**src/gmd_pkg.sv**
```systemverilog
// ---------------------------------------------------------------------------
// gmd_pkg
// Shared widths, pipeline control type and GF(2^8) helper functions for the
// masked GF(2^8) multiplier.
// ---------------------------------------------------------------------------
package gmd_pkg;

   // Field and port widths
   localparam int BYTE_WIDTH         = 8;
   localparam int SHARES_MAX         = 4;
   localparam int SHARE_BUS_WIDTH    = SHARES_MAX * BYTE_WIDTH;
   localparam int RANDOM_WIDTH       = 48;
   localparam int CLMUL_WIDTH        = 2 * BYTE_WIDTH - 1;
   localparam int MASK_ORDER_DEFAULT = 3;

   // Low byte of the AES reduction polynomial x^8+x^4+x^3+x+1
   localparam logic [BYTE_WIDTH-1:0] GF_POLY_LOW = 8'h1B;

   // Per-stage load enables, driven by the pipeline control in the top level
   typedef struct packed {
      logic s1;
      logic s2;
      logic s3;
   } gmd_load_type;

   // Carry-less 8x8 multiply, 15-bit result
   function automatic logic [CLMUL_WIDTH-1:0] gf_clmul(
      input logic [BYTE_WIDTH-1:0] x,
      input logic [BYTE_WIDTH-1:0] y
   );
      logic [CLMUL_WIDTH-1:0] acc;
      acc = '0;
      for (int k = 0; k < BYTE_WIDTH; k++) begin
         if (y[k]) begin
            acc = acc ^ (CLMUL_WIDTH'(x) << k);
         end
      end
      return acc;
   endfunction

   // Reduce a 15-bit carry-less product modulo the AES polynomial
   function automatic logic [BYTE_WIDTH-1:0] gf_reduce(
      input logic [CLMUL_WIDTH-1:0] p
   );
      logic [CLMUL_WIDTH-1:0] r;
      logic [CLMUL_WIDTH-1:0] poly;
      r    = p;
      poly = {{(CLMUL_WIDTH-BYTE_WIDTH-1){1'b0}}, 1'b1, GF_POLY_LOW};
      for (int k = CLMUL_WIDTH - 1; k >= BYTE_WIDTH; k--) begin
         if (r[k]) begin
            r = r ^ (poly << (k - BYTE_WIDTH));
         end
      end
      return r[BYTE_WIDTH-1:0];
   endfunction

endpackage

```
**src/gmd_mult_array.sv**
```systemverilog
// ---------------------------------------------------------------------------
// gmd_mult_array
// First two pipeline stages: carry-less products of every share pair, then
// reduction and masking of the cross-domain terms with their random byte.
// ---------------------------------------------------------------------------
module gmd_mult_array
   import gmd_pkg::*;
#(
   parameter int MASK_ORDER = MASK_ORDER_DEFAULT
) (
   input  logic                       clock,
   input  gmd_load_type               load,
   input  logic [SHARE_BUS_WIDTH-1:0] a_shares,
   input  logic [SHARE_BUS_WIDTH-1:0] b_shares,
   input  logic [RANDOM_WIDTH-1:0]    random_bytes,
   output logic [BYTE_WIDTH-1:0]      term [MASK_ORDER+1][MASK_ORDER+1]
);

   localparam int SHARE_COUNT = MASK_ORDER + 1;
   localparam int PAIR_COUNT  = MASK_ORDER * (MASK_ORDER + 1) / 2;

   logic [CLMUL_WIDTH-1:0]          clmul_ff [SHARE_COUNT][SHARE_COUNT];
   logic [PAIR_COUNT*BYTE_WIDTH-1:0] rand_ff;
   logic [BYTE_WIDTH-1:0]           term_ff  [SHARE_COUNT][SHARE_COUNT];

   // Stage 1: random bytes travel alongside the raw products
   always_ff @(posedge clock) begin
      if (load.s1) begin
         rand_ff <= random_bytes[PAIR_COUNT*BYTE_WIDTH-1:0];
      end
   end

   for (genvar i = 0; i < SHARE_COUNT; i++) begin : g_row
      for (genvar j = 0; j < SHARE_COUNT; j++) begin : g_col
         logic [BYTE_WIDTH-1:0] term_in;

         // Stage 1: a_i * b_j without reduction
         always_ff @(posedge clock) begin
            if (load.s1) begin
               clmul_ff[i][j] <= gf_clmul(a_shares[i*BYTE_WIDTH +: BYTE_WIDTH],
                                          b_shares[j*BYTE_WIDTH +: BYTE_WIDTH]);
            end
         end

         // Stage 2: reduce, and add the pair's fresh mask off the diagonal
         if (i == j) begin : g_inner
            assign term_in = gf_reduce(clmul_ff[i][j]);
         end else begin : g_cross
            localparam int LO  = (i < j) ? i : j;
            localparam int HI  = (i < j) ? j : i;
            localparam int IDX = LO + HI * (HI - 1) / 2;
            assign term_in = gf_reduce(clmul_ff[i][j]) ^
                             rand_ff[IDX*BYTE_WIDTH +: BYTE_WIDTH];
         end

         always_ff @(posedge clock) begin
            if (load.s2) begin
               term_ff[i][j] <= term_in;
            end
         end

         assign term[i][j] = term_ff[i][j];
      end
   end

endmodule

```
**src/gmd_share_sum.sv**
```systemverilog
// ---------------------------------------------------------------------------
// gmd_share_sum
// Final stage: compresses each domain's terms into one output share and
// holds the packed result in the output register.
// ---------------------------------------------------------------------------
module gmd_share_sum
   import gmd_pkg::*;
#(
   parameter int MASK_ORDER = MASK_ORDER_DEFAULT
) (
   input  logic                       clock,
   input  gmd_load_type               load,
   input  logic [BYTE_WIDTH-1:0]      term [MASK_ORDER+1][MASK_ORDER+1],
   output logic [SHARE_BUS_WIDTH-1:0] product_shares
);

   localparam int SHARE_COUNT = MASK_ORDER + 1;

   logic [SHARE_BUS_WIDTH-1:0] product_in;
   logic [SHARE_BUS_WIDTH-1:0] product_ff;

   // XOR of all terms in domain i; unused share bytes stay zero
   always_comb begin
      product_in = '0;
      for (int i = 0; i < SHARE_COUNT; i++) begin
         for (int j = 0; j < SHARE_COUNT; j++) begin
            product_in[i*BYTE_WIDTH +: BYTE_WIDTH] =
               product_in[i*BYTE_WIDTH +: BYTE_WIDTH] ^ term[i][j];
         end
      end
   end

   // Stage 3: output register
   always_ff @(posedge clock) begin
      if (load.s3) begin
         product_ff <= product_in;
      end
   end

   assign product_shares = product_ff;

endmodule

```
**src/masked_gf256_multiply_dom.sv**
```systemverilog
// ---------------------------------------------------------------------------
// masked_gf256_multiply_dom
// Pipeline: three register stages (raw products, reduced terms, output register);
// rsp_valid rises once an input transfer has passed through all three of them.
// Throughput: one multiplication per cycle while the output is not stalled; every stage advances independently.
// Back-pressure: under rsp_stall an empty stage still loads, so bubbles are
// squeezed out; req_stall rises only once all three stages are full.
// Reset: synchronous, clears the stage valid bits only; no other state.
// ---------------------------------------------------------------------------
module masked_gf256_multiply_dom
   import gmd_pkg::*;
#(
   parameter int MASK_ORDER = MASK_ORDER_DEFAULT
) (
   input  logic                       clock,
   input  logic                       reset,
   input  logic                       req_valid,
   output logic                       req_stall,
   input  logic [SHARE_BUS_WIDTH-1:0] req_a_shares,
   input  logic [SHARE_BUS_WIDTH-1:0] req_b_shares,
   input  logic [RANDOM_WIDTH-1:0]    req_random_bytes,
   output logic                       rsp_valid,
   input  logic                       rsp_stall,
   output logic [SHARE_BUS_WIDTH-1:0] rsp_product_shares
);

   localparam int SHARE_COUNT = MASK_ORDER + 1;

   gmd_load_type          load;
   logic                  ready1, ready2, ready3;
   logic                  valid1_ff, valid2_ff, valid3_ff;
   logic                  valid1_in, valid2_in, valid3_in;
   logic [BYTE_WIDTH-1:0] term [SHARE_COUNT][SHARE_COUNT];

   // A stage may load when empty or when its content moves on
   assign ready3 = !valid3_ff || !rsp_stall;
   assign ready2 = !valid2_ff || ready3;
   assign ready1 = !valid1_ff || ready2;

   assign load.s1 = ready1;
   assign load.s2 = ready2;
   assign load.s3 = ready3;

   assign valid1_in = ready1 ? req_valid : valid1_ff;
   assign valid2_in = ready2 ? valid1_ff : valid2_ff;
   assign valid3_in = ready3 ? valid2_ff : valid3_ff;

   // Valid bits travel with the data
   always_ff @(posedge clock) begin
      if (reset) begin
         valid1_ff <= 1'b0;
         valid2_ff <= 1'b0;
         valid3_ff <= 1'b0;
      end else begin
         valid1_ff <= valid1_in;
         valid2_ff <= valid2_in;
         valid3_ff <= valid3_in;
      end
   end

   assign req_stall = !ready1;
   assign rsp_valid = valid3_ff;

   gmd_mult_array #(
      .MASK_ORDER (MASK_ORDER)
   ) u_mult_array (
      .clock        (clock),
      .load         (load),
      .a_shares     (req_a_shares),
      .b_shares     (req_b_shares),
      .random_bytes (req_random_bytes),
      .term         (term)
   );

   gmd_share_sum #(
      .MASK_ORDER (MASK_ORDER)
   ) u_share_sum (
      .clock          (clock),
      .load           (load),
      .term           (term),
      .product_shares (rsp_product_shares)
   );

endmodule

```
**config.mk**
```make
export PLATFORM = sky130hd
export DESIGN_NAME = masked_gf256_multiply_dom
export DESIGN_NICKNAME = d
export VERILOG_FILES = /design/src/gmd_pkg.sv /design/src/gmd_mult_array.sv /design/src/gmd_share_sum.sv /design/src/masked_gf256_multiply_dom.sv
export SDC_FILE = /design/constraint.sdc
export NUM_CORES = 2
export LEC_CHECK = 0
export BUFFER_PORTS_ARGS = -buffer_cell sky130_fd_sc_hd__clkbuf_2
export CORE_MARGIN = 2
export CORE_UTILIZATION = 65
export CTS_CLUSTER_SIZE = 10
export DETAILED_ROUTE_END_ITERATION = 16
export PLACE_DENSITY_LB_ADDON = 0.12
export SYNTH_ARGS = -nofsm -noshare
export SYNTH_HDL_FRONTEND = slang
export SYNTH_HIERARCHICAL = 1
export SYNTH_SLANG_ARGS = --single-unit
```
**constraint.sdc**
```tcl
create_clock -name clock -period 26.1 [get_ports clock]
set_clock_uncertainty 0.15 [all_clocks]
set_input_delay 3.915 -clock clock [delete_from_list [all_inputs] [get_ports clock]]
set_output_delay 3.915 -clock clock [all_outputs]
set_load 0.01 [all_outputs]
```
Word-level counts from Yosys, hierarchy flattened

Memory sizes are Yosys's and may differ from the RTL's.
Index checks and enable logic that the tools add are counted.

Flip-flop bits (word level): 83
Bits in writable memories: 368
Input bits: 116
Output and inout bits: 34
Word-level logic and storage cells: 635
Memories kept: 2

Multiplexer cells: 372
Bitwise logic cells: 248
Reduce and logical (&&, ||, !) cells: 8

Memory list:

| memory                | words | bits a word | read ports | clocked after Yosys merged registers in | write ports | line                 | source |
|---|---|---|---|---|---|---|---|
| u_mult_array.clmul_ff | 4     | 60          | 4          | 0                                       | 4           | gmd_mult_array.sv:22 | `logic [CLMUL_WIDTH-1:0] clmul_ff [SHARE_COUNT][SHARE_COUNT];` |
| u_mult_array.term_ff  | 4     | 32          | 4          | 0                                       | 4           | gmd_mult_array.sv:24 | `logic [BYTE_WIDTH-1:0] term_ff [SHARE_COUNT][SHARE_COUNT];` |

Operators with widths:

| operator         | count |
|---|---|
| $mux 15          | 240 |
| $not 4->4        | 112 |
| $mux 8           | 32 |
| $xor 15x10->15   | 16 |
| $xor 15x11->15   | 16 |
| $xor 15x12->15   | 16 |
| $xor 15x13->15   | 16 |
| $xor 15x14->15   | 16 |
| $xor 15x15->15   | 16 |
| $xor 15x9->15    | 16 |
| $xor 8x8->8      | 24 |
| $mux 11          | 16 |
| $mux 10          | 16 |
| $mux 9           | 16 |
| $mux 7           | 16 |
| $mux 6           | 16 |
| $mux 5           | 16 |
| $logic_not 1->1  | 5 |
| $mux 1           | 4 |
| $logic_or 1x1->1 | 3 |

Depth between registers and ports, before layout

Word-level depth: 26
Depth in mapped cells: 5
Gate-level depth less buffers: 4

Cells and area by module

Netlist, hierarchy kept.

Modules (own cells, without submodules):

| module                    | instances | cells each | area each (um^2) |
|---|---|---|---|
| gmd_mult_array            | 1         | 2887       | 28514.8 |
| gmd_share_sum             | 1         | 128        | 1801.7 |
| masked_gf256_multiply_dom | 1         | 13         | 115.1 |

Worst setup path before layout

OpenSTA, ideal clock, no wires.

Kind: input to output
Start: input port rsp_stall
End: output port req_stall
Arrival time: 10.021 ns
Data required time: 22.035 ns
Path slack: 12.014 ns
Stages on the path: 2
Buffers on the path: 0
Cells stage by stage: nand4_2 > inv_1

Word-level cells in the longest chain between the ends: 5

RTL lines:

| element          | line                            | source |
|---|---|---|
| from (decl)      | masked_gf256_multiply_dom.sv:23 | `input logic rsp_stall,` |
| $logic_not 1->1  | masked_gf256_multiply_dom.sv:36 | `assign ready3 = !valid3_ff \|\| !rsp_stall;` |
| $logic_or 1x1->1 | masked_gf256_multiply_dom.sv:36 |  |
| $logic_or 1x1->1 | masked_gf256_multiply_dom.sv:37 | `assign ready2 = !valid2_ff \|\| ready3;` |
| $logic_or 1x1->1 | masked_gf256_multiply_dom.sv:38 | `assign ready1 = !valid1_ff \|\| ready2;` |
| $logic_not 1->1  | masked_gf256_multiply_dom.sv:61 | `assign req_stall = !ready1;` |
| to (decl)        | masked_gf256_multiply_dom.sv:18 | `output logic req_stall,` |

Every way passes these cells.

Worst setup path in the final report

Start: input port rsp_stall
End: output port req_stall

Word-level cells in the longest chain between the ends: 5

RTL lines:

| element          | line                            | source |
|---|---|---|
| $logic_not 1->1  | masked_gf256_multiply_dom.sv:36 |  |
| $logic_or 1x1->1 | masked_gf256_multiply_dom.sv:36 |  |
| $logic_or 1x1->1 | masked_gf256_multiply_dom.sv:37 |  |
| $logic_or 1x1->1 | masked_gf256_multiply_dom.sv:38 |  |
| named net ready1 | masked_gf256_multiply_dom.sv:30 | `logic ready1, ready2, ready3;` |
| $logic_not 1->1  | masked_gf256_multiply_dom.sv:61 |  |

The timed path passes the listed nets, and every way through them passes these cells.

==> out/results.txt <==
Detail Route Antenna Nets -> 0
Outcome -> complete, no violations
Die Area -> 48,570 um^2
Slew margin rel. -> 26.84%
# setup viols final -> 0
Global-route wire length before repair -> 116.5 mm
Worst skew pair latency -> 0.59 ns
Final Cycle Share -> 34.55%
Combinational power share -> 37.1%
Post-synthesis mux area share -> 0%
Yosys top cell area share -> 44.21%
Die X-Extent -> 220.4 um
Vias per inst -> 5.615
Req. time, crit path -> 22.03 ns
Compound-Gate Fraction of Synth Area -> 0.06167%
Core area -> 46,360 um^2
Worst Path Max Fanout -> 47
DR iter-0 viols -> 1,973
Pleak -> 11.73 nW
CTS sink count -> 451
FMAX -> 110.9 MHz
Number of synthesis warnings -> 6
Sequential cell area -> 13,510 um^2
Hold buffer count at CTS -> 0
Post-Synth Simple-Gate Area -> 12.98%
Cts bufs inserted -> 52
CTS max path bufs -> 3
Sequential cell fraction of total power -> 41.9%
Final net count -> 3,154
Max-slew violation count -> 0
CP Class -> input pin to output pin
P per Cell Area -> 94.38 nW/um^2
Setup ws final -> 17.08 ns
Synthesized cell area -> 30,430 um^2
Grt total ovfl -> 0
Largest net degree at the start of global routing -> 79
Adder-Cell Fraction of Synth Area -> 0%
Tot GR Track Use -> 32.04%
Register-to-register setup slack -> 22.93 ns
CP arrival -> 4.95 ns
Die height -> 220.4 um
Starting Density -> 65.64%
Worst r2r path cells -> 4
Max_cap viols -> 0
Post-Synthesis Cells -> 3,028
Net Count, Synth -> 3,144
Cell repeated most along the worst path -> clkbuf_2
Final Hold Fails -> 0
Min-delay src -> valid1_ff
Worst path max stage delay -> 0.49 ns
Worst Hold Depth -> 2
Clock root buffer -> clkbuf_16
Wire per inst -> 21.27 um
Seq/Total Area, Yosys -> 44.40%
RR Startpoint -> rsp_valid
PortBufs -> 149
Sw frac -> 32.73%
Worst slew pin tran -> 1.097 ns
CTS tree -> yes
Largest area contributor in the netlist -> edfxtp_1
Net Switching -> 0.9978 mW
Startpoint Class -> input pin
Post-cts sizing count -> 0
Clock transition at path regs -> 0.05 ns
Setup crit end kind -> output pin
Vias -> 20,630
CP bufs+invs -> 4
Synth Area in XOR/XNOR -> 38.73%
Capture point of the worst reg-to-reg path -> u_mult_array/clmul_ff[2][46]
Most frequent cells in the layout -> 1,047 x xnor2_1, 993 x nand2_1, 448 x edfxtp_1, 293 x xor2_1, 149 x clkbuf_2
Yosys reg bits -> 451
H-tree Lvls -> 2
CP Cell Sequence -> clkbuf_2, nand4_4, buf_4, inv_1, clkbuf_2
Setup_tns -> 0 ns
Vias in the first global route -> 20,300
Share of layout cells above drive strength 1 -> 7.085%
Routability cong. -> 0.8555
DRT Pass-1 Iters -> 5
Hold WC Path Type -> register to register
P_int -> 2.051 mW
Initial antenna violation count -> 13
Total Wirelength -> 78.15 mm
Hold Crit Endpoint -> valid2_ff
Largest family of logic cells by synthesized area -> XOR/XNOR gates
Boundary Pins -> 150
DP HPWL -> 47.83 mm
Tmin final -> 9.018 ns
Pre-CTS setup slack -> 17.06 ns
Clock share of power -> 21.1%
Syn_area_per_cell -> 10.05 um^2
Multi-input gate area -> 15,770 um^2
Placement Cell Area -> 30,860 um^2
Final Util -> 69.67%
Synth area leaders -> edfxtp_1 44%, xnor2_1 30%, nand2_1 12%, xor2_1 8.4%, buf_4 1.9%
Critical path's top delay family -> buffers and inverters
WHS -> 0.3338 ns
Std cell rows -> 79
# DRC -> 0
Commonest non-fill, non-tap cell in the layout -> xnor2_1
Slowest CP cell -> buf_4
Distinct cells, synth -> 18
Peak supply drop -> 0.07674 mV
Area growth syn-to-layout -> 6.138%
Design Area, Final -> 32,300 um^2
Setup bufs post-CTS -> 0
Layout fillers -> 3,418
RSZ-0062 raised after global routing -> no
metal layers:
metal | global-route usage [%] | wire length, um | up-vias | part of all wire (%)
met5 | 0 | 113 | - | 0.14
met4 | 13.00 | 2884 | 18 | 3.7
met3 | 6.557 | 8166 | 195 | 10
met2 | 48.88 | 34750 | 1057 | 44
met1 | 44.89 | 32230 | 9953 | 41
li1 | - | - | 9406 | -
tightest hold or removal path: stages, from the launching register on:
cell and delay [ns]:
dfxtp_1 0.33, inv_1 0.06, a21oi_1 0.05
cell families after synthesis:
| logic type | count (synthesis) |
|---|---|
| compound gates | 3 |
| xor+xnor | 1343 |
| buf+inv | 203 |
| flops | 451 |
| simple gates | 1028 |
registers in the layout, indices dropped and copies added, names as in the netlist:
register and cells:
u_share_sum/product_shares 32, rsp_valid 1, valid1_ff 1, valid2_ff 1, u_mult_array/clmul_ff 240, u_mult_array/term_ff 128
u_mult_array/rand_ff 48
cell usage after synthesis:
cell and instances:
nand3_1 1, dfxtp_1 3, nor2_1 1, a21oi_1 2, xor2_2 1, xnor2_2 2, and2_1 32, xnor2_1 1047
xor2_1 293, buf_2 98, nand2_1 993, edfxtp_1 448, buf_1 1, buf_4 75, a21oi_2 1, clkbuf_1 26
nand4_2 1, inv_1 3
cell type report:
class | count | area share [%]
inverters | 3 | 0.03486
clock buffers | 72 | 4.327
diodes | 4 | 0.03099
well taps | 607 | 2.351
flip-flops and latches | 451 | 41.84
clock inverters | 7 | 0.1123
multi-input cells | 2374 | 48.84
repair buffers | 156 | 2.471
stage by stage:
stage	std cells	total power, mW
2_1_floorplan	3028	2.110
3_3_place_gp	3591	2.372
3_5_place_dp	3591	2.411
4_1_cts	3670	3.055
5_1_grt	3670	3.190
6_report	3674	3.048
how the worst max path moves through the flow:
stage | start | endpoint | slack [ns] | depth (start not counted)
global route | rsp_stall | req_stall | 16.97 | 5
global placement | rsp_stall | req_stall | 17.09 | 5
finish | rsp_stall | req_stall | 17.08 | 5
detailed placement | rsp_stall | req_stall | 17.06 | 5
floorplan | rsp_stall | req_stall | 12.01 | 2
CTS | rsp_stall | req_stall | 17.06 | 5
power groups by stage:
stage,Combinational [mW],Clock [mW],Sequential (mW)
floorplan,0.852,0,1.26
global placement,1.09,0,1.28
detailed placement,1.12,0,1.29
CTS,1.13,0.652,1.28
global route,1.21,0.679,1.30
finish,1.13,0.643,1.28
Note: power is estimated with default switching activity, not from simulation.
